### src/hw/rtl/assert_macros.svh
// Assertion macros used by the RTL top level
`ifndef ASSERT_MACROS_SVH
`define ASSERT_MACROS_SVH
// same-cycle implication
`define ASSERT_IMP(lbl, clk, rst, ante, cons, msg) \
  lbl: assert property (@(posedge clk) disable iff (rst) (ante) |-> (cons)) \
    else $error(msg);
// next-cycle implication
`define ASSERT_NXT(lbl, clk, rst, ante, cons, msg) \
  lbl: assert property (@(posedge clk) disable iff (rst) (ante) |=> (cons)) \
    else $error(msg);
`endif

### src/hw/rtl/nau_pkg.sv
// Types, constants and lookup tables of the activation unit
package nau_pkg;

  localparam int SAMPLE_W   = 16;
  localparam int INDEX_W    = 6;
  localparam int CNT_W      = 7;
  localparam int EXP_W      = 32;
  localparam int SUM_W      = 40;
  localparam int DIV_NUM_W  = 56;
  localparam int DIV_DEN_W  = 40;
  localparam int DIV_Q_W    = 25;
  localparam int SLOPE_W    = 12;
  localparam int FUNC_W     = 3;
  localparam int CFG_IDX_W  = 2;
  localparam int CFG_DATA_W = 12;
  localparam int MUL_W      = 26;

  localparam logic [FUNC_W-1:0] FUNC_RELU    = 3'd0;
  localparam logic [FUNC_W-1:0] FUNC_LEAKY   = 3'd1;
  localparam logic [FUNC_W-1:0] FUNC_SIGMOID = 3'd2;
  localparam logic [FUNC_W-1:0] FUNC_TANH    = 3'd3;
  localparam logic [FUNC_W-1:0] FUNC_SILU    = 3'd4;
  localparam logic [FUNC_W-1:0] FUNC_SOFTMAX = 3'd5;

  localparam logic [CFG_IDX_W-1:0] CFG_FUNC  = 2'd0;
  localparam logic [CFG_IDX_W-1:0] CFG_DERIV = 2'd1;
  localparam logic [CFG_IDX_W-1:0] CFG_SLOPE = 2'd2;

  localparam logic [SLOPE_W-1:0] SLOPE_RESET = 12'd41;

  typedef enum logic [2:0] {
    OP_RELU, OP_LEAKY, OP_SIGMOID, OP_TANH, OP_SILU, OP_SOFTMAX
  } op_t;

  typedef enum logic [3:0] {
    ST_IDLE, ST_EXPA, ST_EXPB, ST_STORE, ST_SQ, ST_SIGDIV, ST_TDIV,
    ST_EMRD, ST_EMDIV, ST_WAIT, ST_POST1, ST_POST2, ST_OUT
  } state_t;

  typedef struct packed {
    logic [FUNC_W-1:0]  func;
    logic               deriv;
    logic [SLOPE_W-1:0] slope;
  } cfg_t;

  typedef struct packed {
    op_t                 op;
    logic [SAMPLE_W-1:0] x;
    logic                last;
  } item_t;

  typedef struct packed {
    logic                 start;
    logic [DIV_NUM_W-1:0] num;
    logic [DIV_DEN_W-1:0] den;
  } div_req_t;

  typedef struct packed {
    logic               busy;
    logic               done;
    logic [DIV_Q_W-1:0] quot;
  } div_rsp_t;

  function automatic logic [17:0] frac_tab(input logic [4:0] j);
    logic [17:0] v;
    case (j)
      5'd0:  v = 18'd65536;
      5'd1:  v = 18'd69763;
      5'd2:  v = 18'd74262;
      5'd3:  v = 18'd79052;
      5'd4:  v = 18'd84150;
      5'd5:  v = 18'd89577;
      5'd6:  v = 18'd95354;
      5'd7:  v = 18'd101504;
      5'd8:  v = 18'd108051;
      5'd9:  v = 18'd115019;
      5'd10: v = 18'd122437;
      5'd11: v = 18'd130334;
      5'd12: v = 18'd138740;
      5'd13: v = 18'd147688;
      5'd14: v = 18'd157213;
      5'd15: v = 18'd167352;
      default: v = 18'd178145;
    endcase
    return v;
  endfunction

  function automatic logic [30:0] int_tab(input logic [3:0] i);
    logic [30:0] v;
    case (i)
      4'd0:  v = 31'd352;
      4'd1:  v = 31'd956;
      4'd2:  v = 31'd2599;
      4'd3:  v = 31'd7065;
      4'd4:  v = 31'd19205;
      4'd5:  v = 31'd52206;
      4'd6:  v = 31'd141909;
      4'd7:  v = 31'd385750;
      4'd8:  v = 31'd1048576;
      4'd9:  v = 31'd2850325;
      4'd10: v = 31'd7747987;
      4'd11: v = 31'd21061212;
      4'd12: v = 31'd57250310;
      4'd13: v = 31'd155622477;
      4'd14: v = 31'd423025751;
      default: v = 31'd1149903210;
    endcase
    return v;
  endfunction

endpackage

### src/hw/rtl/nau_div.sv
// Radix-2 restoring divider, one quotient bit per cycle
module nau_div (
  input  logic              clk,
  input  logic              rst,
  input  nau_pkg::div_req_t req,
  output nau_pkg::div_rsp_t rsp
);

  localparam int CNT_W = $clog2(nau_pkg::DIV_NUM_W);
  localparam logic [CNT_W-1:0] LAST = CNT_W'(nau_pkg::DIV_NUM_W - 1);

  logic [nau_pkg::DIV_DEN_W-1:0] rem;
  logic [nau_pkg::DIV_DEN_W-1:0] den;
  logic [nau_pkg::DIV_NUM_W-1:0] qn;
  logic [CNT_W-1:0]              cnt;
  logic                          busy;
  logic                          done;
  logic [nau_pkg::DIV_DEN_W:0]   trial;
  logic                          ge;

  assign trial = {rem, qn[nau_pkg::DIV_NUM_W-1]};
  assign ge    = (trial >= {1'b0, den});

  always_ff @(posedge clk) begin
    if (rst) begin
      busy <= 1'b0;
      done <= 1'b0;
      cnt  <= '0;
    end else begin
      done <= 1'b0;
      if (req.start) begin
        busy <= 1'b1;
        cnt  <= '0;
      end else if (busy) begin
        if (cnt == LAST) begin
          busy <= 1'b0;
          done <= 1'b1;
        end
        cnt <= cnt + 1'b1;
      end
    end
  end

  // hold the divisor for the whole run
  always_ff @(posedge clk) begin
    if (req.start) begin
      rem <= '0;
      den <= req.den;
      qn  <= req.num;
    end else if (busy) begin
      rem <= ge ? nau_pkg::DIV_DEN_W'(trial - {1'b0, den})
                : trial[nau_pkg::DIV_DEN_W-1:0];
      qn  <= {qn[nau_pkg::DIV_NUM_W-2:0], ge};
    end
  end

  assign rsp = '{busy: busy, done: done, quot: qn[nau_pkg::DIV_Q_W-1:0]};

endmodule

### config.mk
export PLATFORM = sky130hd
export DESIGN_NAME = nau_div
export DESIGN_NICKNAME = d
export VERILOG_FILES = /design/src/hw/rtl/assert_macros.svh /design/src/hw/rtl/nau_pkg.sv /design/src/hw/rtl/nau_div.sv
export SDC_FILE = /design/constraint.sdc
export NUM_CORES = 1
export LEC_CHECK = 0
export ABC_AREA = 1
export BUFFER_PORTS_ARGS = -buffer_cell sky130_fd_sc_hd__buf_2
export CAP_MARGIN = 20
export CORE_AREA = 2 2 129 194
export CTS_CLUSTER_SIZE = 40
export DETAILED_ROUTE_END_ITERATION = 7
export DIE_AREA = 0 0 131 196
export GPL_ROUTABILITY_DRIVEN = 1
export PLACE_DENSITY = 0.67
export SLEW_MARGIN = 25
export SYNTH_ARGS = -nofsm -noshare
export SYNTH_HDL_FRONTEND = slang
export SYNTH_SLANG_ARGS = --single-unit
### constraint.sdc
create_clock -name clk -period 3.1 [get_ports clk]
set_input_delay 0.31 -clock clk [delete_from_list [all_inputs] [get_ports clk]]
set_output_delay 0.31 -clock clk [all_outputs]
set_load 0.05 [all_outputs]
==> summary.md, run 1 <==
| Metric | Value |
|---|---|
| Commonest non-fill, non-tap cells in the layout | nand2_1, inv_1, buf_2 |
| Initial detailed-routing violation count | 395 |
| DRT Pass-1 Iters | 5 |
| Die ar. | 25700 µm² |
| Sequential fraction of the synthesis area | 0.405 |
| Starting Density | 0.394 |
| Distinct cells, synth | 43 |
| Post-Syn Area per Cell | 7.10 µm² |
| WHS | 0.0556 ns |
| Max-slew violations | 0 |
| Max Freq | 0.401 GHz |
| Crit path time final | 2.50 ns |
| # DRC | 0 |
| Post-CTS Resized | 0 |
| # IOs | 126 |
| Pin count of the biggest net entering global routing | 80 |
| Layout Cells excl Fill | 1767 |
| Final nets | 1571 |
| Die H | 196 µm |
| Clock root buffer | clkbuf_16 |
| Leakage | 0.00576 µW |
| Crit Path Class | reg -> reg |
| Slew HR | 0.417 |
| RSZ-0062 raised after global routing | false |
| Global-route wire length before repair | 40200 µm |
| # setup viols final | 0 |
| H-tree levels | 4 |
| Rows | 70 |
| Vias in the first global route | 8288 |
| # port buffers | 125 |
| Share of layout cells above drive strength 1 | 0.142 |
| Period utilization | 0.805 |
| Vias per cell | 4.63 |
| Post-place setup slack | 0.587 ns |
| Clock Skew | 0.0109 ns |
| Clock latency on the worst-skew pair | 0.43 ns |
| Cells after DPL | 1735 |
| Status | finished clean |
| Post-route ant nets | 0 |
| Wl on met1 | 9520 µm |
| Routed len/inst | 14.0 µm |
| Initial antenna violation count | 0 |
| Max incr delay on CP | 0.44 ns |
| Maxcap violations | 0 |
| CTS clock-pin slew for the worst setup and hold paths | 0.06 ns |
| Worst Max-Slew Pin Slew | 0.874 ns |
| DR WL met3 | 1060 µm |
| Crit path required time | 3.39 ns |
| Total negative slack | 0 ns |
| Cells after Synth | 1335 |
| Syn Std Cell Area | 9480 µm² |
| # hold bufs at CTS | 0 |
| Area delta synth->final | 13.9% |
| Most common cell after layout, fill and taps aside | nand2_1 |
| Peak supply drop | 0.383 mV |
| Setup ws final | 0.603 ns |
| CTS buffer count | 17 |
| Critical-path cell list | inv_1 -> ha_1 -> nand2_2 -> inv_1 -> a21oi_2 -> a21boi_2 -> nand3_2 -> nand2_4 -> buf_4 -> nand3_1 -> nand3_1 -> o21ai_1 |
| Remaining global-route overflow | 0 |
| CTS Buffer Depth | 2 |
| Slowest CP cell | buf_4 |
| CTS tree | done |
| Gr usage total | 0.202 |
| GPL Wtd Cong | 0.979 |
| Die W | 131 µm |
| Hold/Removal Path Class | in -> reg |
| WP data arrival | 2.79 ns |
| Total number of vias | 8188 |
| Core area | 24100 µm² |
| Met2 wire length | 13100 µm |
| Clk sink count | 144 |
| Pwr Density | 458 nW/µm² |
| DRT Wirelength | 24700 µm |
| Uppermost layer routed | met4 |
| Post-CTS setup buffer count | 0 |
| Mapped Nets | 1476 |
| CP Capture Type | register |
| CP Max Fanout | 41 |
| # diodes | 0 |
| Post-DP HPWL | 19200 µm |
| Yosys warning count | 0 |
| Hold Vio Cnt, Final | 0 |
| Synth Register Bits | 144 |
| CP startpoint kind | register |
-- registers in the layout (all words and copies together), names as in the netlist --
name,count
qn,56
den,40
cnt,6
done,1
rem,40
busy,1
-- Yosys cell counts, drive strengths merged --
| library cell | instances | area share |
|---|---|---|
| nand2 | 569 | 0.23 |
| inv | 224 | 0.089 |
| edfxtp | 96 | 0.30 |
| nand3 | 93 | 0.058 |
| nor2 | 81 | 0.035 |
| dfxtp | 48 | 0.10 |
| buf | 47 | 0.039 |
| ha | 41 | 0.054 |
| a21oi | 29 | 0.017 |
| o21ai | 27 | 0.015 |
| xnor2 | 21 | 0.019 |
| nand3b | 20 | 0.016 |
| clkbuf | 11 | 0.0044 |
| nor3 | 6 | 0.0032 |
| nand4 | 3 | 0.0020 |
| nor3b | 3 | 0.0024 |
| a21boi | 2 | 0.0020 |
| a21o | 2 | 0.0016 |
| a31oi | 2 | 0.0013 |
| and2 | 2 | 0.0013 |
| o21bai | 2 | 0.0016 |
| clkinv | 1 | 0.00040 |
| fa | 1 | 0.0021 |
| o211ai | 1 | 0.00079 |
| or2 | 1 | 0.00066 |
| or4 | 1 | 0.00079 |
| xor2 | 1 | 0.00092 |
-- where the power goes --
group          switching [µW]  total (µW)  internal [µW]
sequential               44.2        2240           2190
combinational             440         634            193
clock                     855        2080           1220
total                    1340        4950           3610
-- worst paths after layout --
kind / startpoint / end / slack, ns / cells after the start
max: den[23]$_DFFE_PP_ / rem[11]$_SDFFE_PP0P_ / 0.60 / 12
min: req[6] / den[6]$_DFFE_PP_ / 0.06 / 1
max reg2reg: den[23]$_DFFE_PP_ / rem[11]$_SDFFE_PP0P_ / 0.60 / 12
min reg2reg: rem[27]$_SDFFE_PP0P_ / rem[27]$_SDFFE_PP0P_ / 0.47 / 2
-- final cells by class --
class | instances | area (µm²)
Clock inverter | 13 | 151
Clock buffer | 19 | 443
Timing Repair Buffer | 134 | 721
Sequential cell | 144 | 3840
Fill cell | 2459 | 13300
Tap cell | 324 | 405
Multi-Input combinational cell | 908 | 4390
Inverter | 225 | 845
-- critical path: cells and delay by family, from the launching register on --
family | cells | cell delay (ns)
AND/OR/NAND/NOR | 5 | 0.64
flip-flops | 1 | 0.35
buffers and inverters | 3 | 0.58
adder cells (fa/ha/maj) | 1 | 0.28
AO/OA/AOI/OAI | 3 | 0.49
-- cell families (layout without fill, tap and decap cells) --
logic type / Yosys count / count (layout) / synth area share
flip-flops: 144 / 144 / 0.405
AO/OA/AOI/OAI: 65 / 65 / 0.0388
XOR/XNOR: 22 / 22 / 0.0203
AND/OR/NAND/NOR: 779 / 779 / 0.347
adder cells (fa/ha/maj): 42 / 42 / 0.0562
buffers and inverters: 283 / 391 / 0.132
-- layer usage --
layer | vias up | GRT usage
li1 | 4281 | -
met5 | - | 0
met3 | 47 | 0.0439
met2 | 212 | 0.371
met4 | 0 | 0.102
met1 | 3648 | 0.211
-- per-stage QoR --
stage                     utilization  cell area (µm²)  total power, µW
after detailed placement        0.424            10200             2920
after global placement          0.424            10200             2910
after floorplan                     -             9480             2750
after CTS                       0.448            10800             5010
final                           0.448            10800             4950
after global routing            0.448            10800             5160
No activity file was read; power rests on OpenSTA's default activity.
==> run 2: changes to the inputs <==
Settings changed: ABC_AREA 1 to 0, CORE_AREA 2 2 129 194 to 2 2 121 181, DIE_AREA 0 0 131 196 to 0 0 123 183, PLACE_DENSITY 0.67 to 0.7.
Clock period 3.1 ns to 2.1 ns, I/O delays scaled along.
==> run 2 against run 1 <==
Compared with the run above:
- the run now ends with negative setup slack left
- utilization grew 13 points
- synthesized area fell by 13%
- maximum frequency down 14%
- highest routed layer unchanged
- total power up 94%
- global-route usage down 0.49 points
- combinational power increased to 5.1 times the previous value
- register-to-register slack lost 1.4 ns
- sequential cell count stayed put
==> summary.md, run 2 <==
| Metric | Value |
|---|---|
| Worst Max-Slew Pin Slew | 0.497 ns |
| Cells after Synth | 773 |
| CP Max Fanout | 6 |
| Area delta synth->final | 46.1% |
| Failing checks | negative setup slack |
| GR Layer Usage met1 | 0.205 |
| Commonest cells in the netlist | edfxtp_1, nor2_1, mux2_2 |
| Utilization after layout | 0.574 |
| Core area | 21000 µm² |
| Vias in the first global route | 7356 |
| Mapped Nets | 914 |
| Most used routing layer | met2 |
| CP startpoint kind | register |
| Number of synthesized flops with an enable pin | 96 |
| GPL Wtd Cong | 0.891 |
| Async set or reset register ratio after synthesis | 0 |
| Fin area | 12000 µm² |
| Crit path required time | 2.40 ns |
| Yosys warning count | 0 |
| Area after DPL | 10300 µm² |
| Max-slew violations | 0 |
| Hold Vio Cnt, Final | 0 |
| Initial detailed-routing violation count | 312 |
| Met3 GRT Util | 0.0532 |
| Critical-path cell list | inv_2 -> ha_4 -> a21o_1 -> o2bb2ai_2 -> a21o_1 -> o21ai_2 -> a21oi_4 -> o211ai_4 -> a311oi_4 -> nor2_4 -> buf_6 -> buf_12 -> buf_12 -> mux2i_2 -> a211oi_2 |
| Initial antenna violation count | 0 |
| Post-route ant nets | 0 |
| Die ar. | 22500 µm² |
| Max Freq | 0.343 GHz |
| Maxcap violations | 0 |
| Global-route wire length before repair | 34800 µm |
| Distinct cells, synth | 64 |
| Clk sink count | 144 |
| H-tree levels | 4 |
| Synth top area share | 0.350 |
| Rows | 65 |
| Pwr Density | 795 nW/µm² |
| Clock root buffer | clkbuf_16 |
| # port buffers | 125 |
| Setup ws final | -0.816 ns |
| Clock latency on the worst-skew pair | 0.43 ns |
| Largest registers | qn: 56 flops, den: 40 flops, rem: 40 flops |
| # IOs | 126 |
| Routed len/inst | 16.1 µm |
| CTS buffer count | 17 |
| Syn Std Cell Area | 8250 µm² |
| Die W | 123 µm |
| Top-count cell post-synth | edfxtp_1 |
| # diodes | 0 |
| Hold/Removal Path Class | in -> reg |
| WP data arrival | 3.21 ns |
| CTS Buffer Depth | 2 |
| Final nets | 1233 |
| Clock Skew | 0.0143 ns |
| Most common cell after layout, fill and taps aside | buf_4 |
| Slew HR | 0.667 |
| Status | finished, violations left |
| Total number of vias | 7094 |
| RSZ-0062 raised after global routing | true |
| Sequential fraction of the synthesis area | 0.466 |
| Starting Density | 0.393 |
| Share of layout cells above drive strength 1 | 0.458 |
| # setup viols final | 41 |
| Post-place setup slack | -0.883 ns |
| Leakage | 0.00539 µW |
| Max incr delay on CP | 0.41 ns |
| Pin count of the biggest net entering global routing | 54 |
| Remaining global-route overflow | 0 |
| Post-DP HPWL | 14900 µm |
| Max FFs per register | 56 |
| Die H | 183 µm |
| Period utilization | 1.39 |
| CP Capture Type | register |
| Gr usage total | 0.197 |
| DRT Pass-1 Iters | 5 |
| Post-Syn Area per Cell | 10.7 µm² |
| CTS clock-pin slew for the worst setup and hold paths | 0.06 ns |
| Largest Register | qn |
| Total chip power | 9580 µW |
| GR Layer Usage met2 | 0.360 |
| CTS tree | done |
| Synth top area cells | edfxtp_1, dfxtp_1, mux2_2 |
| # DRC | 0 |
| Peak supply drop | 0.572 mV |
| Commonest non-fill, non-tap cells in the layout | buf_4, buf_2, edfxtp_1 |
| Total negative slack | -28.77 ns |
| Synth Register Bits | 144 |
| Vias per cell | 5.17 |
| Synth area leader | edfxtp_1 |
| Slowest CP cell | edfxtp_1 |
| DRT Wirelength | 22100 µm |
| Crit path time final | 2.92 ns |
| Crit Path Class | reg -> reg |
| Ys flop type | edfxtp_1 |
==> run 2: worst paths after layout <==
kind,start,endpoint,slack (ns),cells past startpoint
worst max register to register,den[8]$_DFFE_PP_,rem[27]$_SDFFE_PP0P_,-0.82,15
worst max-delay path,den[8]$_DFFE_PP_,rem[27]$_SDFFE_PP0P_,-0.82,15
worst min register to register,cnt[5]$_SDFFE_PP0P_,cnt[5]$_SDFFE_PP0P_,0.49,2
worst min-delay path,req[88],qn[48]$_DFFE_PP_,0.08,2
==> run 2: area by class of cell <==
cell class	instances	area, µm²
Fill cell	1751	8940
Multi-Input combinational cell	510	4360
Sequential cell	144	3840
Timing Repair Buffer	368	2750
Clock buffer	20	479
Tap cell	268	335
Inverter	51	191
Clock inverter	12	78.8
==> run 2: through the flow <==
stage / instances / hold slack, ns
after floorplan: 773 / 0.279
after global placement: 1267 / 0.367
after detailed placement: 1267 / 0.378
after CTS: 1364 / 0.0571
after global routing: 1373 / 0.0728
final: 1373 / 0.0798
==> run 2: per-layer routing <==
metal	up-vias	routed length (µm)
met5	-	0
li1	3446	-
met3	43	1280
met4	0	635
met1	3382	8350
met2	223	11800
==> run 2: cells by family (layout without fill, tap and decap cells) <==
family | Yosys count | in the layout | share of synthesized area
xor+xnor | 38 | 38 | 0.0404
fa+ha+maj | 42 | 42 | 0.0646
compound gates | 170 | 170 | 0.142
mux | 91 | 91 | 0.119
buf+inv | 119 | 451 | 0.0695
flops | 144 | 144 | 0.466
simple gates | 169 | 169 | 0.0985
==> run 2: where the power goes <==
group	switching [µW]	internal, µW
Clock	1250	1650
Combinational	1590	1640
Sequential	128	3320
Total	2970	6610
==> run 2: timing repair <==
action	CTS	global route
resized for setup	62	46
hold buffers	41	0
gates cloned	3	1
setup endpoints to repair	41	41
pin swaps	37	32
setup buffers	22	10
endpoints found under the hold margin	41	0
==> run 2: critical path: cells and delay by family, from the launching register on <==
kind                       cells  cell delay, ns
adders and majority gates      1            0.22
and+or+nand+nor                1            0.15
buffers and inverters          4            0.48
AOI/OAI and AO/OA              8            1.27
DFF                            1            0.41
muxes                          1            0.24
