[config.mk]
export PLATFORM = sky130hd
export DESIGN_NAME = nau_front
export DESIGN_NICKNAME = d
export VERILOG_FILES = /design/src/hw/rtl/assert_macros.svh /design/src/hw/rtl/nau_pkg.sv /design/src/hw/rtl/nau_front.sv
export SDC_FILE = /design/constraint.sdc
export NUM_CORES = 1
export LEC_CHECK = 0
export ABC_AREA = 1
export BUFFER_PORTS_ARGS = -buffer_cell sky130_fd_sc_hd__buf_2
export CORE_ASPECT_RATIO = 1.2
export CORE_MARGIN = 2
export CORE_UTILIZATION = 52
export CTS_BUF_LIST = sky130_fd_sc_hd__clkbuf_8
export CTS_CLUSTER_SIZE = 16
export DETAILED_ROUTE_END_ITERATION = 8
export HOLD_SLACK_MARGIN = 0.12
export PLACE_DENSITY = 0.82
export SYNTH_ARGS = -nofsm -noshare
export SYNTH_HDL_FRONTEND = slang
export SYNTH_SLANG_ARGS = --single-unit
[constraint.sdc]
create_clock -name clk -period 2.1 [get_ports clk]
set_clock_uncertainty 0.05 [all_clocks]
set_input_delay 0.315 -clock clk [delete_from_list [all_inputs] [get_ports clk]]
set_output_delay 0.315 -clock clk [all_outputs]
set_load 0.01 [all_outputs]
[src/hw/rtl/assert_macros.svh]
// Assertion macros used by the RTL top level
`ifndef ASSERT_MACROS_SVH
`define ASSERT_MACROS_SVH
// same-cycle implication
`define ASSERT_IMP(lbl, clk, rst, ante, cons, msg) \
  lbl: assert property (@(posedge clk) disable iff (rst) (ante) |-> (cons)) \
    else $error(msg);
// next-cycle implication
`define ASSERT_NXT(lbl, clk, rst, ante, cons, msg) \
  lbl: assert property (@(posedge clk) disable iff (rst) (ante) |=> (cons)) \
    else $error(msg);
`endif

[src/hw/rtl/nau_pkg.sv]
// Types, constants and lookup tables of the activation unit
package nau_pkg;

  localparam int SAMPLE_W   = 16;
  localparam int INDEX_W    = 6;
  localparam int CNT_W      = 7;
  localparam int EXP_W      = 32;
  localparam int SUM_W      = 40;
  localparam int DIV_NUM_W  = 56;
  localparam int DIV_DEN_W  = 40;
  localparam int DIV_Q_W    = 25;
  localparam int SLOPE_W    = 12;
  localparam int FUNC_W     = 3;
  localparam int CFG_IDX_W  = 2;
  localparam int CFG_DATA_W = 12;
  localparam int MUL_W      = 26;

  localparam logic [FUNC_W-1:0] FUNC_RELU    = 3'd0;
  localparam logic [FUNC_W-1:0] FUNC_LEAKY   = 3'd1;
  localparam logic [FUNC_W-1:0] FUNC_SIGMOID = 3'd2;
  localparam logic [FUNC_W-1:0] FUNC_TANH    = 3'd3;
  localparam logic [FUNC_W-1:0] FUNC_SILU    = 3'd4;
  localparam logic [FUNC_W-1:0] FUNC_SOFTMAX = 3'd5;

  localparam logic [CFG_IDX_W-1:0] CFG_FUNC  = 2'd0;
  localparam logic [CFG_IDX_W-1:0] CFG_DERIV = 2'd1;
  localparam logic [CFG_IDX_W-1:0] CFG_SLOPE = 2'd2;

  localparam logic [SLOPE_W-1:0] SLOPE_RESET = 12'd41;

  typedef enum logic [2:0] {
    OP_RELU, OP_LEAKY, OP_SIGMOID, OP_TANH, OP_SILU, OP_SOFTMAX
  } op_t;

  typedef enum logic [3:0] {
    ST_IDLE, ST_EXPA, ST_EXPB, ST_STORE, ST_SQ, ST_SIGDIV, ST_TDIV,
    ST_EMRD, ST_EMDIV, ST_WAIT, ST_POST1, ST_POST2, ST_OUT
  } state_t;

  typedef struct packed {
    logic [FUNC_W-1:0]  func;
    logic               deriv;
    logic [SLOPE_W-1:0] slope;
  } cfg_t;

  typedef struct packed {
    op_t                 op;
    logic [SAMPLE_W-1:0] x;
    logic                last;
  } item_t;

  typedef struct packed {
    logic                 start;
    logic [DIV_NUM_W-1:0] num;
    logic [DIV_DEN_W-1:0] den;
  } div_req_t;

  typedef struct packed {
    logic               busy;
    logic               done;
    logic [DIV_Q_W-1:0] quot;
  } div_rsp_t;

  function automatic logic [17:0] frac_tab(input logic [4:0] j);
    logic [17:0] v;
    case (j)
      5'd0:  v = 18'd65536;
      5'd1:  v = 18'd69763;
      5'd2:  v = 18'd74262;
      5'd3:  v = 18'd79052;
      5'd4:  v = 18'd84150;
      5'd5:  v = 18'd89577;
      5'd6:  v = 18'd95354;
      5'd7:  v = 18'd101504;
      5'd8:  v = 18'd108051;
      5'd9:  v = 18'd115019;
      5'd10: v = 18'd122437;
      5'd11: v = 18'd130334;
      5'd12: v = 18'd138740;
      5'd13: v = 18'd147688;
      5'd14: v = 18'd157213;
      5'd15: v = 18'd167352;
      default: v = 18'd178145;
    endcase
    return v;
  endfunction

  function automatic logic [30:0] int_tab(input logic [3:0] i);
    logic [30:0] v;
    case (i)
      4'd0:  v = 31'd352;
      4'd1:  v = 31'd956;
      4'd2:  v = 31'd2599;
      4'd3:  v = 31'd7065;
      4'd4:  v = 31'd19205;
      4'd5:  v = 31'd52206;
      4'd6:  v = 31'd141909;
      4'd7:  v = 31'd385750;
      4'd8:  v = 31'd1048576;
      4'd9:  v = 31'd2850325;
      4'd10: v = 31'd7747987;
      4'd11: v = 31'd21061212;
      4'd12: v = 31'd57250310;
      4'd13: v = 31'd155622477;
      4'd14: v = 31'd423025751;
      default: v = 31'd1149903210;
    endcase
    return v;
  endfunction

endpackage

[src/hw/rtl/nau_front.sv]
// Input side: accept, classify and queue elements
module nau_front (
  input  logic                           clk,
  input  logic                           rst,
  input  nau_pkg::cfg_t                  cfg,
  input  logic                           s_tvalid,
  output logic                           s_tready,
  input  logic [nau_pkg::SAMPLE_W-1:0]   s_tdata,
  input  logic                           s_tlast,
  output logic                           q_valid,
  input  logic                           q_ready,
  output nau_pkg::item_t                 q_item
);

  nau_pkg::item_t entry [2];
  nau_pkg::item_t item_in;
  nau_pkg::op_t   op_in;
  logic           wr_ptr;
  logic           rd_ptr;
  logic [1:0]     count;
  logic           push;
  logic           pop;

  always_comb begin
    case (cfg.func)
      nau_pkg::FUNC_LEAKY:   op_in = nau_pkg::OP_LEAKY;
      nau_pkg::FUNC_SIGMOID: op_in = nau_pkg::OP_SIGMOID;
      nau_pkg::FUNC_TANH:    op_in = nau_pkg::OP_TANH;
      nau_pkg::FUNC_SILU:    op_in = nau_pkg::OP_SILU;
      nau_pkg::FUNC_SOFTMAX: op_in = nau_pkg::OP_SOFTMAX;
      default:               op_in = nau_pkg::OP_RELU;
    endcase
  end

  assign item_in  = '{op: op_in, x: s_tdata, last: s_tlast};
  assign s_tready = (count != 2'd2);
  assign q_valid  = (count != 2'd0);
  assign q_item   = entry[rd_ptr];
  assign push     = s_tvalid && s_tready;
  assign pop      = q_valid && q_ready;

  always_ff @(posedge clk) begin
    if (rst) begin
      wr_ptr <= 1'b0;
      rd_ptr <= 1'b0;
      count  <= 2'd0;
    end else begin
      if (push) wr_ptr <= ~wr_ptr;
      if (pop) rd_ptr <= ~rd_ptr;
      count <= count + {1'b0, push} - {1'b0, pop};
    end
  end

  always_ff @(posedge clk) begin
    if (push) entry[wr_ptr] <= item_in;
  end

endmodule

==> impl_metrics.yaml, run 1 <==
cts:
  clkSlewWorstSetupHoldPaths_ns: 0.08
  cts_max_level: 2
  cts_resized: 0
  hold_buffers: 0
  cts_buffer_depth: 2
  postCtsSetupBuffers: 0
  cts_buffers: 5
  root_buffer: "clkbuf_8"
  cts_sinks: 45
  cts_tree: "done"
  worstSkewPairLatency_ns: 0.29
timing:
  fmax_ghz: 0.579
  layout_setup_ws_ns: 0.373
  drv_slew: 0
  hold_viol: 0
  period_share_pct: 82.2
  rsz0062_at_grt: "no"
  period_needed_ns: 1.73
  setup_viol: 0
  worstMarginPinSlew_ns: 0.445
  tns_ns: 0
  slew_headroom_pct: 70.3
placement:
  place_hpwl_um: 2100
  place_area_um2: 2110
  place_congestion: 0.619
  dp_slack_ns: 0.515
  portBuffers: 45
floorplan:
  ioPinCount: 59
  core_area_um2: 3340
  die_area_um2: 3970
  row_count: 23
  die_x_um: 57.8
  initial_core_util_pct: 54.2
  die_y_um: 68.6
global_route:
  grt_first_pass_wirelength_um: 4060
  grt_pass1_vias: 925
  overflow: 0
  grtUsageTotal_pct: 14.6
  grt_max_degree: 15
  antenna_found_initial: 0
setup_path:
  r2r-start: "count[0]$_SDFF_PP0_"
  r2r_cells: 5
  regToRegEndpoint: "entry[1][1]$_DFFE_PP_"
  crit_type: "reg -> out"
  crit_path_top_delay_cell: "dfxtp_1"
  path_max_fanout: 13
  critPathMaxStageDelay_ns: 0.33
  cp.depth: 3
  crit_path_cell_trace: "buf_4 > mux2_4 > buf_2"
  worstPathArrival_ns: 1.36
  endpoint_kind: "output port"
  cp_top_family: "buffers and inverters"
  crit_required_ns: 1.74
  reg2reg_slack_ns: 0.52
  critPathLaunchType: "register"
  critical_path_buf_inv_count: 2
  endpoint: "q_item[5]"
drt:
  vias: 962
  wirelength_um: 2730
  firstDrtPassIters: 4
  met3_length_um: 153
  top_layer: "met4"
  met1_length_um: 968
  drt_iter0_markers: 14
  vias_per_cell: 4.88
  routedWlPerCell_um: 13.9
  wl_met2_um: 1550
  drc: 0
  drtAntennaViolNets: 0
yosys:
  synthSimpleGateAreaFrac_pct: 6.02
  async_flop_share_pct: 0
  syn_area_um2: 1810
  synth_compound_area_share_pct: 0.968
  synth_cell_types: 17
  synthCells: 103
  avgSynthCellArea_um2: 17.6
  synth_flop_cell: "edfxtp_1"
  synthAdderAreaFrac_pct: 0.692
  synth_most_common_cell: "edfxtp_1"
  synth_commonest_cells: "edfxtp_1 (40), mux2_4 (20), inv_1 (10)"
  synthTopCellsByArea: "edfxtp_1 (66%), mux2_4 (17%), dfxtp_1 (5.5%), inv_1 (2.1%), nor2_1 (1.7%)"
  synthMuxAreaShare_pct: 16.6
  yosys_warnings: 0
  ys_seq_area_share_pct: 71.9
  synthXorXnorAreaFrac_pct: 0.484
  synth_top_family_by_area: "multiplexers"
  yosys_register_bits: 45
  yosys.area.top_type: "edfxtp_1"
  yosysTopAreaCellShare_pct: 66.4
  synth_edf_count: 40
  syn-num-nets: 141
final_layout:
  fillers: 237
  diodes: 0
  fin_nets: 197
  final_util_pct: 66.7
  design_area_um2: 2230
  drive_gt1_share_pct: 53.8
  area_growth_pct: 23.0
run_status:
  outcome: "finished, final reports clean"
power:
  ir_worst_vdd_mv: 0.892
  p_leak_nw: 0.930
  power.density_nw_per_um2: 1190
  power_mw: 2.66
min_path:
  hp-class: "in -> reg"
job:
  drv_cap: 0
area by class of cell:
type	count	area (um2)	share of cell area, %
timing repair buffer	51	270	12.1
tap	37	46.3	2.08
inverter	10	37.5	1.69
clock inverter	2	37.5	1.69
multi-input combinational	46	450	20.2
clock buffer	6	82.6	3.71
sequential	45	1300	58.5
flip-flops by register name, summed over array words and instances (netlist names), named ones only:
| register | count |
|---|---|
| count | 2 |
| entry | 40 |
| rd_ptr | 1 |
| wr_ptr | 1 |
report_power, final:
group / switching, mW / total, mW / internal, mW
Combinational: 0.404 / 0.805 / 0.401
Sequential: 0.0549 / 1.20 / 1.14
Clock: 0.273 / 0.659 / 0.386
Total: 0.732 / 2.66 / 1.93
layer usage:
layer	GRT usage, %	up-vias
met2	28.0	29
li1	-	477
met1	14.1	450
met5	0	-
met3	3.54	6
met4	8.72	0
worst register-to-register path: cells and delay by family, from the launching register on:
kind / cells / cell delay, ns
buffers and inverters: 2 / 0.33
DFF: 1 / 0.38
and+or+nand+nor: 3 / 0.54
metrics by stage:
step / hold slack (ns) / std cells
floorplan: 0.335 / 103
global placement: 0.435 / 189
detailed placement: 0.452 / 189
CTS: 0.142 / 197
global route: 0.137 / 197
finish: 0.154 / 197
logic make-up (layout without fill, tap and decap cells):
group / Yosys count / after routing
compound gates: 3 / 3
xor+xnor: 1 / 1
fa+ha+maj: 1 / 1
buf+inv: 12 / 69
flops: 45 / 45
mux: 20 / 20
simple gates: 21 / 21
layout by cell type (no fill, tap or decap), types with 2 or more instances in the layout:
master / n
a21oi_1: 2
dfxtp_1: 5
nor2_1: 7
edfxtp_1: 40
nand2_1: 6
inv_1: 10
clkbuf_8: 6
buf_2: 45
buf_4: 6
nor2_2: 3
mux2_4: 20
worst min-delay path by stage:
stage / startpoint / to / depth (start not counted)
finish: s_tdata[15] / entry[1][16]$_DFFE_PP_ / 1
global route: s_tdata[10] / entry[0][11]$_DFFE_PP_ / 1
CTS: s_tdata[12] / entry[1][13]$_DFFE_PP_ / 1
detailed placement: rd_ptr$_SDFFE_PP0P_ / register / 2
global placement: rd_ptr$_SDFFE_PP0P_ / rd_ptr$_SDFFE_PP0P_ / 2
floorplan: rst / wr_ptr$_SDFFE_PP0P_ / 1
Power figures use the tool's default switching activity.
==> inputs of run 2 (changes only) <==
--- a/config.mk
+++ b/config.mk
@@ -9,12 +9,12 @@
 export BUFFER_PORTS_ARGS = -buffer_cell sky130_fd_sc_hd__buf_2
 export CORE_ASPECT_RATIO = 1.2
 export CORE_MARGIN = 2
-export CORE_UTILIZATION = 52
+export CORE_UTILIZATION = 47
 export CTS_BUF_LIST = sky130_fd_sc_hd__clkbuf_8
 export CTS_CLUSTER_SIZE = 16
 export DETAILED_ROUTE_END_ITERATION = 8
 export HOLD_SLACK_MARGIN = 0.12
-export PLACE_DENSITY = 0.82
+export PLACE_DENSITY = 0.78
 export SYNTH_ARGS = -nofsm -noshare
 export SYNTH_HDL_FRONTEND = slang
 export SYNTH_SLANG_ARGS = --single-unit
==> constraint.sdc (replaced) <==
create_clock -name clk -period 1.52 [get_ports clk]
set_clock_uncertainty 0.05 [all_clocks]
set_input_delay 0.228 -clock clk [delete_from_list [all_inputs] [get_ports clk]]
set_output_delay 0.228 -clock clk [all_outputs]
set_load 0.01 [all_outputs]
==> impl_metrics.yaml, run 2 (synthesized netlist as in run 1, its figures left out) <==
global_route:
  overflow: 0
  grtUsageTotal_pct: 16.3
  grt_max_degree: 21
  grt_pass1_vias: 1100
  grt_first_pass_wirelength_um: 4980
  antenna_found_initial: 0
cts:
  worstSkewPairLatency_ns: 0.29
  cts_tree: "done"
  cts_buffer_depth: 2
  cts_max_level: 2
  cts_sinks: 45
  root_buffer: "clkbuf_8"
  clkSlewWorstSetupHoldPaths_ns: 0.07
  cts_buffers: 5
setup_path:
  worstPathArrival_ns: 1.26
  critPathLaunchType: "register"
  crit_type: "reg -> out"
  crit_required_ns: 1.24
  r2r_cells: 11
  endpoint_kind: "output port"
  path_max_fanout: 10
final_layout:
  layout_commonest_cell: "edfxtp_1"
  largestRegisters: "entry (40), count (2)"
  fin_cells: 228
  diodes: 0
  final_util_pct: 70.8
  multi_input_area_um2: 477
  layout_common_cells: "edfxtp_1 (40), buf_2 (25), mux2_4 (20), buf_6 (20), dlygate4sd3_1 (18)"
  drive_gt1_share_pct: 50.6
  regMostFlops: "entry"
  regArea_um2: 1310
  area_growth_pct: 43.4
  largest_reg_flops: 40
  fin_nets: 213
  fillers: 258
timing:
  period_share_pct: 101
  fmax_ghz: 0.648
  period_needed_ns: 1.54
  rsz0062_at_grt: "yes"
  hold_ws_ns: 0.211
  drv_slew: 0
  setup_viol: 20
  layout_setup_ws_ns: -0.0221
  hold_viol: 0
  worstMarginPinSlew_ns: 0.254
  slew_headroom_pct: 82.9
power:
  share_seq_of_total_power_pct: 43.2
  power.internal_mw: 2.80
  comb_power_share_pct: 38.4
  power.density_nw_per_um2: 1500
  p_sw_share_pct: 28.0
  p_leak_nw: 1.06
  ir_worst_vdd_mv: 0.973
  switchingPower_mw: 1.09
  power_mw: 3.89
  pwr-share-clk_pct: 18.3
drt:
  drt_iter0_markers: 28
  firstDrtPassIters: 4
  wirelength_um: 3140
  drtAntennaViolNets: 0
  drc: 0
  vias_per_cell: 4.57
  vias: 1042
  routedWlPerCell_um: 13.8
placement:
  placed_cells: 201
  place_congestion: 0.643
  place_hpwl_um: 2000
  portBuffers: 45
floorplan:
  row_count: 24
  die_y_um: 72.0
  ioPinCount: 59
  initial_core_util_pct: 49.4
  die_area_um2: 4360
  core_area_um2: 3660
  die_x_um: 60.6
run_status:
  violations: "negative setup slack"
  outcome: "finished, violations left"
job:
  drv_cap: 0
min_path:
  hold_depth: 2
  hp-class: "in -> reg"
-- run 2: cell types whose count changed in the layout (fill, tap and decap cells not counted), moves of 3 or more --
cell           previous run  this run
dlygate4sd3_1             0        18
buf_4                     6         0
buf_12                    0         3
buf_2                    45        25
dfxtp_1                   5         2
buf_6                     0        20
-- run 2: worst max-delay path: stages, from the launching register on --
cell,delay (ns)
dfxtp_4,0.38
buf_12,0.15
mux2_4,0.31
buf_6,0.12
-- run 2: through the flow --
step / cell area, um2 / TNS (ns) / setup WS [ns]
2_1_floorplan: 1820 / 0 / 0.134
3_3_place_gp: 2150 / 0 / 0.138
3_5_place_dp: 2150 / 0 / 0.0231
4_1_cts: 2580 / -0.592 / -0.0367
5_1_grt: 2590 / -1.35 / -0.0710
6_report: 2590 / -0.279 / -0.0221
-- run 2: power by group through the flow --
stage,clock [mW],combinational (mW),sequential (mW)
4_1_cts,0.726,1.47,1.68
3_3_place_gp,0,1.12,1.67
3_5_place_dp,0,1.16,1.69
5_1_grt,0.795,1.62,1.70
6_report,0.714,1.50,1.68
2_1_floorplan,0,0.799,1.67
-- run 2: layout make-up --
| class | instances | area share, % |
|---|---|---|
| sequential | 45 | 50.4 |
| timing repair buffer | 67 | 23.8 |
| multi-input combinational | 46 | 18.4 |
| clock buffer | 6 | 3.18 |
| tap | 52 | 2.51 |
| inverter | 10 | 1.45 |
| clock inverter | 2 | 0.289 |
-- run 2: per-layer routing --
| metal | up-vias | routed length [um] | GRT usage, % |
|---|---|---|---|
| met5 | - | 0 | 0 |
| met2 | 23 | 1850 | 29.9 |
| met3 | 5 | 123 | 5.35 |
| li1 | 511 | - | - |
| met4 | 0 | 58 | 6.52 |
| met1 | 503 | 1110 | 16.5 |
-- run 2: repair_timing --
action / 4_1_cts / 5_1_grt
gates resized for setup: 23 / 6
pin swaps: 0 / 1
hold buffers: 18 / 0
cloned: 1 / 0
buffers inserted: 0 / 0
hold endpoints to repair: 36 / 0
endpoints found under the setup margin: 20 / 21
-- run 2: final timing paths --
| kind | endpoint | startpoint | slack (ns) |
|---|---|---|---|
| worst max-delay path | q_item[19] | register | -0.02 |
| worst min register to register | register | rd_ptr$_SDFFE_PP0P_ | 0.50 |
| worst min-delay path | entry[0][18]$_DFFE_PP_ | cfg[15] | 0.21 |
| worst max register to register | count[1]$_SDFF_PP0_ | count[0]$_SDFF_PP0_ | 0.05 |
==> inputs of run 3 (changes only) <==
--- a/config.mk
+++ b/config.mk
@@ -5,16 +5,16 @@
 export SDC_FILE = /design/constraint.sdc
 export NUM_CORES = 1
 export LEC_CHECK = 0
-export ABC_AREA = 1
 export BUFFER_PORTS_ARGS = -buffer_cell sky130_fd_sc_hd__buf_2
+export CAP_MARGIN = 40
 export CORE_ASPECT_RATIO = 1.2
 export CORE_MARGIN = 2
-export CORE_UTILIZATION = 47
+export CORE_UTILIZATION = 51
 export CTS_BUF_LIST = sky130_fd_sc_hd__clkbuf_8
 export CTS_CLUSTER_SIZE = 16
 export DETAILED_ROUTE_END_ITERATION = 8
 export HOLD_SLACK_MARGIN = 0.12
-export PLACE_DENSITY = 0.78
+export PLACE_DENSITY = 0.81
 export SYNTH_ARGS = -nofsm -noshare
 export SYNTH_HDL_FRONTEND = slang
 export SYNTH_SLANG_ARGS = --single-unit
==> constraint.sdc (replaced) <==
create_clock -name clk -period 1.7 [get_ports clk]
set_clock_uncertainty 0.05 [all_clocks]
set_input_delay 0.255 -clock clk [delete_from_list [all_inputs] [get_ports clk]]
set_output_delay 0.255 -clock clk [all_outputs]
set_load 0.01 [all_outputs]
==> impl_metrics.yaml, run 3 <==
run_status:
  outcome: "finished, final reports clean"
drt:
  firstDrtPassIters: 4
  drt_iter0_markers: 30
  drtAntennaViolNets: 0
  vias: 1015
  routedWlPerCell_um: 15.4
  drc: 0
  vias_per_cell: 5.10
  wirelength_um: 3070
setup_path:
  worstPathArrival_ns: 1.34
  crit_path_top_delay_cell: "dfxtp_1"
  crit_type: "reg -> out"
  endpoint_kind: "output port"
  crit_required_ns: 1.39
  path_max_fanout: 20
  crit_path_cell_trace: "buf_12 > mux2_2 > buf_2"
  critPathLaunchType: "register"
  critPathMaxStageDelay_ns: 0.37
  critical_path_buf_inv_count: 2
  cp_top_family: "flip-flops"
yosys:
  yosysTopAreaCellShare_pct: 70.5
  synth_edf_count: 40
  synth_most_common_cell: "edfxtp_1"
  yosys_register_bits: 45
  synth_commonest_cells: "edfxtp_1 (40), mux2_2 (20), dfxtp_1 (5)"
  ys_seq_area_share_pct: 76.4
  synthTopCellsByArea: "edfxtp_1 (70%), mux2_2 (13%), dfxtp_1 (5.9%), nor2b_1 (1.5%), nor2_1 (0.88%)"
  yosys_warnings: 0
  syn-num-nets: 129
  yosys.area.top_type: "edfxtp_1"
  async_flop_share_pct: 0
  synth_flop_cell: "edfxtp_1"
  avgSynthCellArea_um2: 18.7
  syn_area_um2: 1700
  synthCells: 91
  synth_cell_types: 22
timing:
  worstMarginPinSlew_ns: 0.229
  setup_viol: 0
  layout_setup_ws_ns: 0.0599
  period_share_pct: 96.5
  tns_ns: 0
  slew_headroom_pct: 84.6
  fmax_ghz: 0.610
  hold_ws_ns: 0.142
  hold_viol: 0
  period_needed_ns: 1.64
  drv_slew: 0
  rsz0062_at_grt: "no"
cts:
  worstSkewPairLatency_ns: 0.29
  cts_max_level: 2
  cts_buffers: 5
  root_buffer: "clkbuf_8"
  postCtsSetupBuffers: 0
  cts_sinks: 45
  clkSlewWorstSetupHoldPaths_ns: 0.08
  cts_buffer_depth: 2
  cts_tree: "done"
placement:
  placed_cells: 174
  place_congestion: 0.604
  dp_slack_ns: 0.0291
  portBuffers: 45
  place_hpwl_um: 1980
final_layout:
  fin_nets: 199
  drive_gt1_share_pct: 50.6
  diodes: 0
  largestRegisters: "entry (40), count (2)"
  area_growth_pct: 35.4
  largest_reg_flops: 40
  regMostFlops: "entry"
  fin_cells: 199
  layout_common_cells: "buf_2 (45), edfxtp_1 (40), mux2_2 (20)"
  fillers: 235
  layout_commonest_cell: "buf_2"
global_route:
  busiest_layer: "met2"
  grtUsageMet1_pct: 17.7
  grtUsageMet3_pct: 5.36
  overflow: 0
  antenna_found_initial: 0
  grtUsageTotal_pct: 16.4
  grt_util_met2_pct: 29.2
  grt_pass1_vias: 941
  grt_max_degree: 21
  grt_first_pass_wirelength_um: 4420
min_path:
  hp-class: "in -> reg"
power:
  p_leak_nw: 0.898
  ir_worst_vdd_mv: 0.824
  power.density_nw_per_um2: 1170
floorplan:
  die_y_um: 67.3
  ioPinCount: 59
  row_count: 23
  die_area_um2: 3820
  die_x_um: 56.8
  core_area_um2: 3280
  initial_core_util_pct: 51.9
job:
  drv_cap: 0
-- run 3: cell types whose count changed after synthesis, sizes merged, moves of 2 or more --
| cell | delta |
|---|---|
| a21bo | +2 |
| inv | -9 |
| nand2 | -8 |
| nor2 | -7 |
| nor2b | +4 |
-- run 3: final cells by class --
type | instances | area [um2] | area share (%)
Timing Repair Buffer | 65 | 455 | 19.7
Multi-Input combinational cell | 43 | 397 | 17.2
Clock buffer | 7 | 96.3 | 4.18
Sequential cell | 45 | 1300 | 56.5
Clock inverter | 1 | 5.00 | 0.217
Tap cell | 37 | 46.3 | 2.01
Inverter | 1 | 3.75 | 0.163
-- run 3: worst paths after layout --
check	slack [ns]	to	from	cells after the start
worst max-delay path	0.06	q_item[4]	register	3
worst min-delay path	0.14	count[0]$_SDFF_PP0_	rst	2
worst max register to register	0.08	count[1]$_SDFF_PP0_	count[1]$_SDFF_PP0_	5
worst min register to register	0.48	rd_ptr$_SDFFE_PP0P_	rd_ptr$_SDFFE_PP0P_	2
-- run 3: timing repair --
action / 4_1_cts / 5_1_grt
hold endpoints to repair: 34 / 0
gates resized for setup: 0 / 3
setup endpoints to repair: 0 / 1
hold buffers: 17 / 0
-- run 3: per-stage QoR --
stage | total power [mW] | instance area, um2 | util [%]
floorplan | 1.74 | 1700 | -
global placement | 1.95 | 2030 | 61.7
detailed placement | 1.99 | 2030 | 61.7
CTS | 2.71 | 2300 | 70.0
global route | 2.80 | 2310 | 70.3
finish | 2.69 | 2310 | 70.3
-- run 3: cells by family (layout without fill, tap and decap cells) --
kind of cell	count (synthesis)	count (layout)	share of synthesized area, %
mux	21	21	13.9
fa+ha+maj	1	1	0.734
simple gates	13	13	4.19
flops	45	45	76.4
buf+inv	3	74	0.807
xor+xnor	1	1	0.514
compound gates	7	7	3.52
-- run 3: per-layer routing --
layer / up-vias / share of wire [%]
met5: - / 0
met4: 0 / 1.8
met3: 7 / 4.4
met2: 23 / 55
met1: 494 / 39
li1: 491 / -
-- run 3: power by group --
part / internal, mW / switching (mW)
Combinational: 0.333 / 0.284
Sequential: 1.33 / 0.0470
Clock: 0.367 / 0.329
Total: 2.03 / 0.660
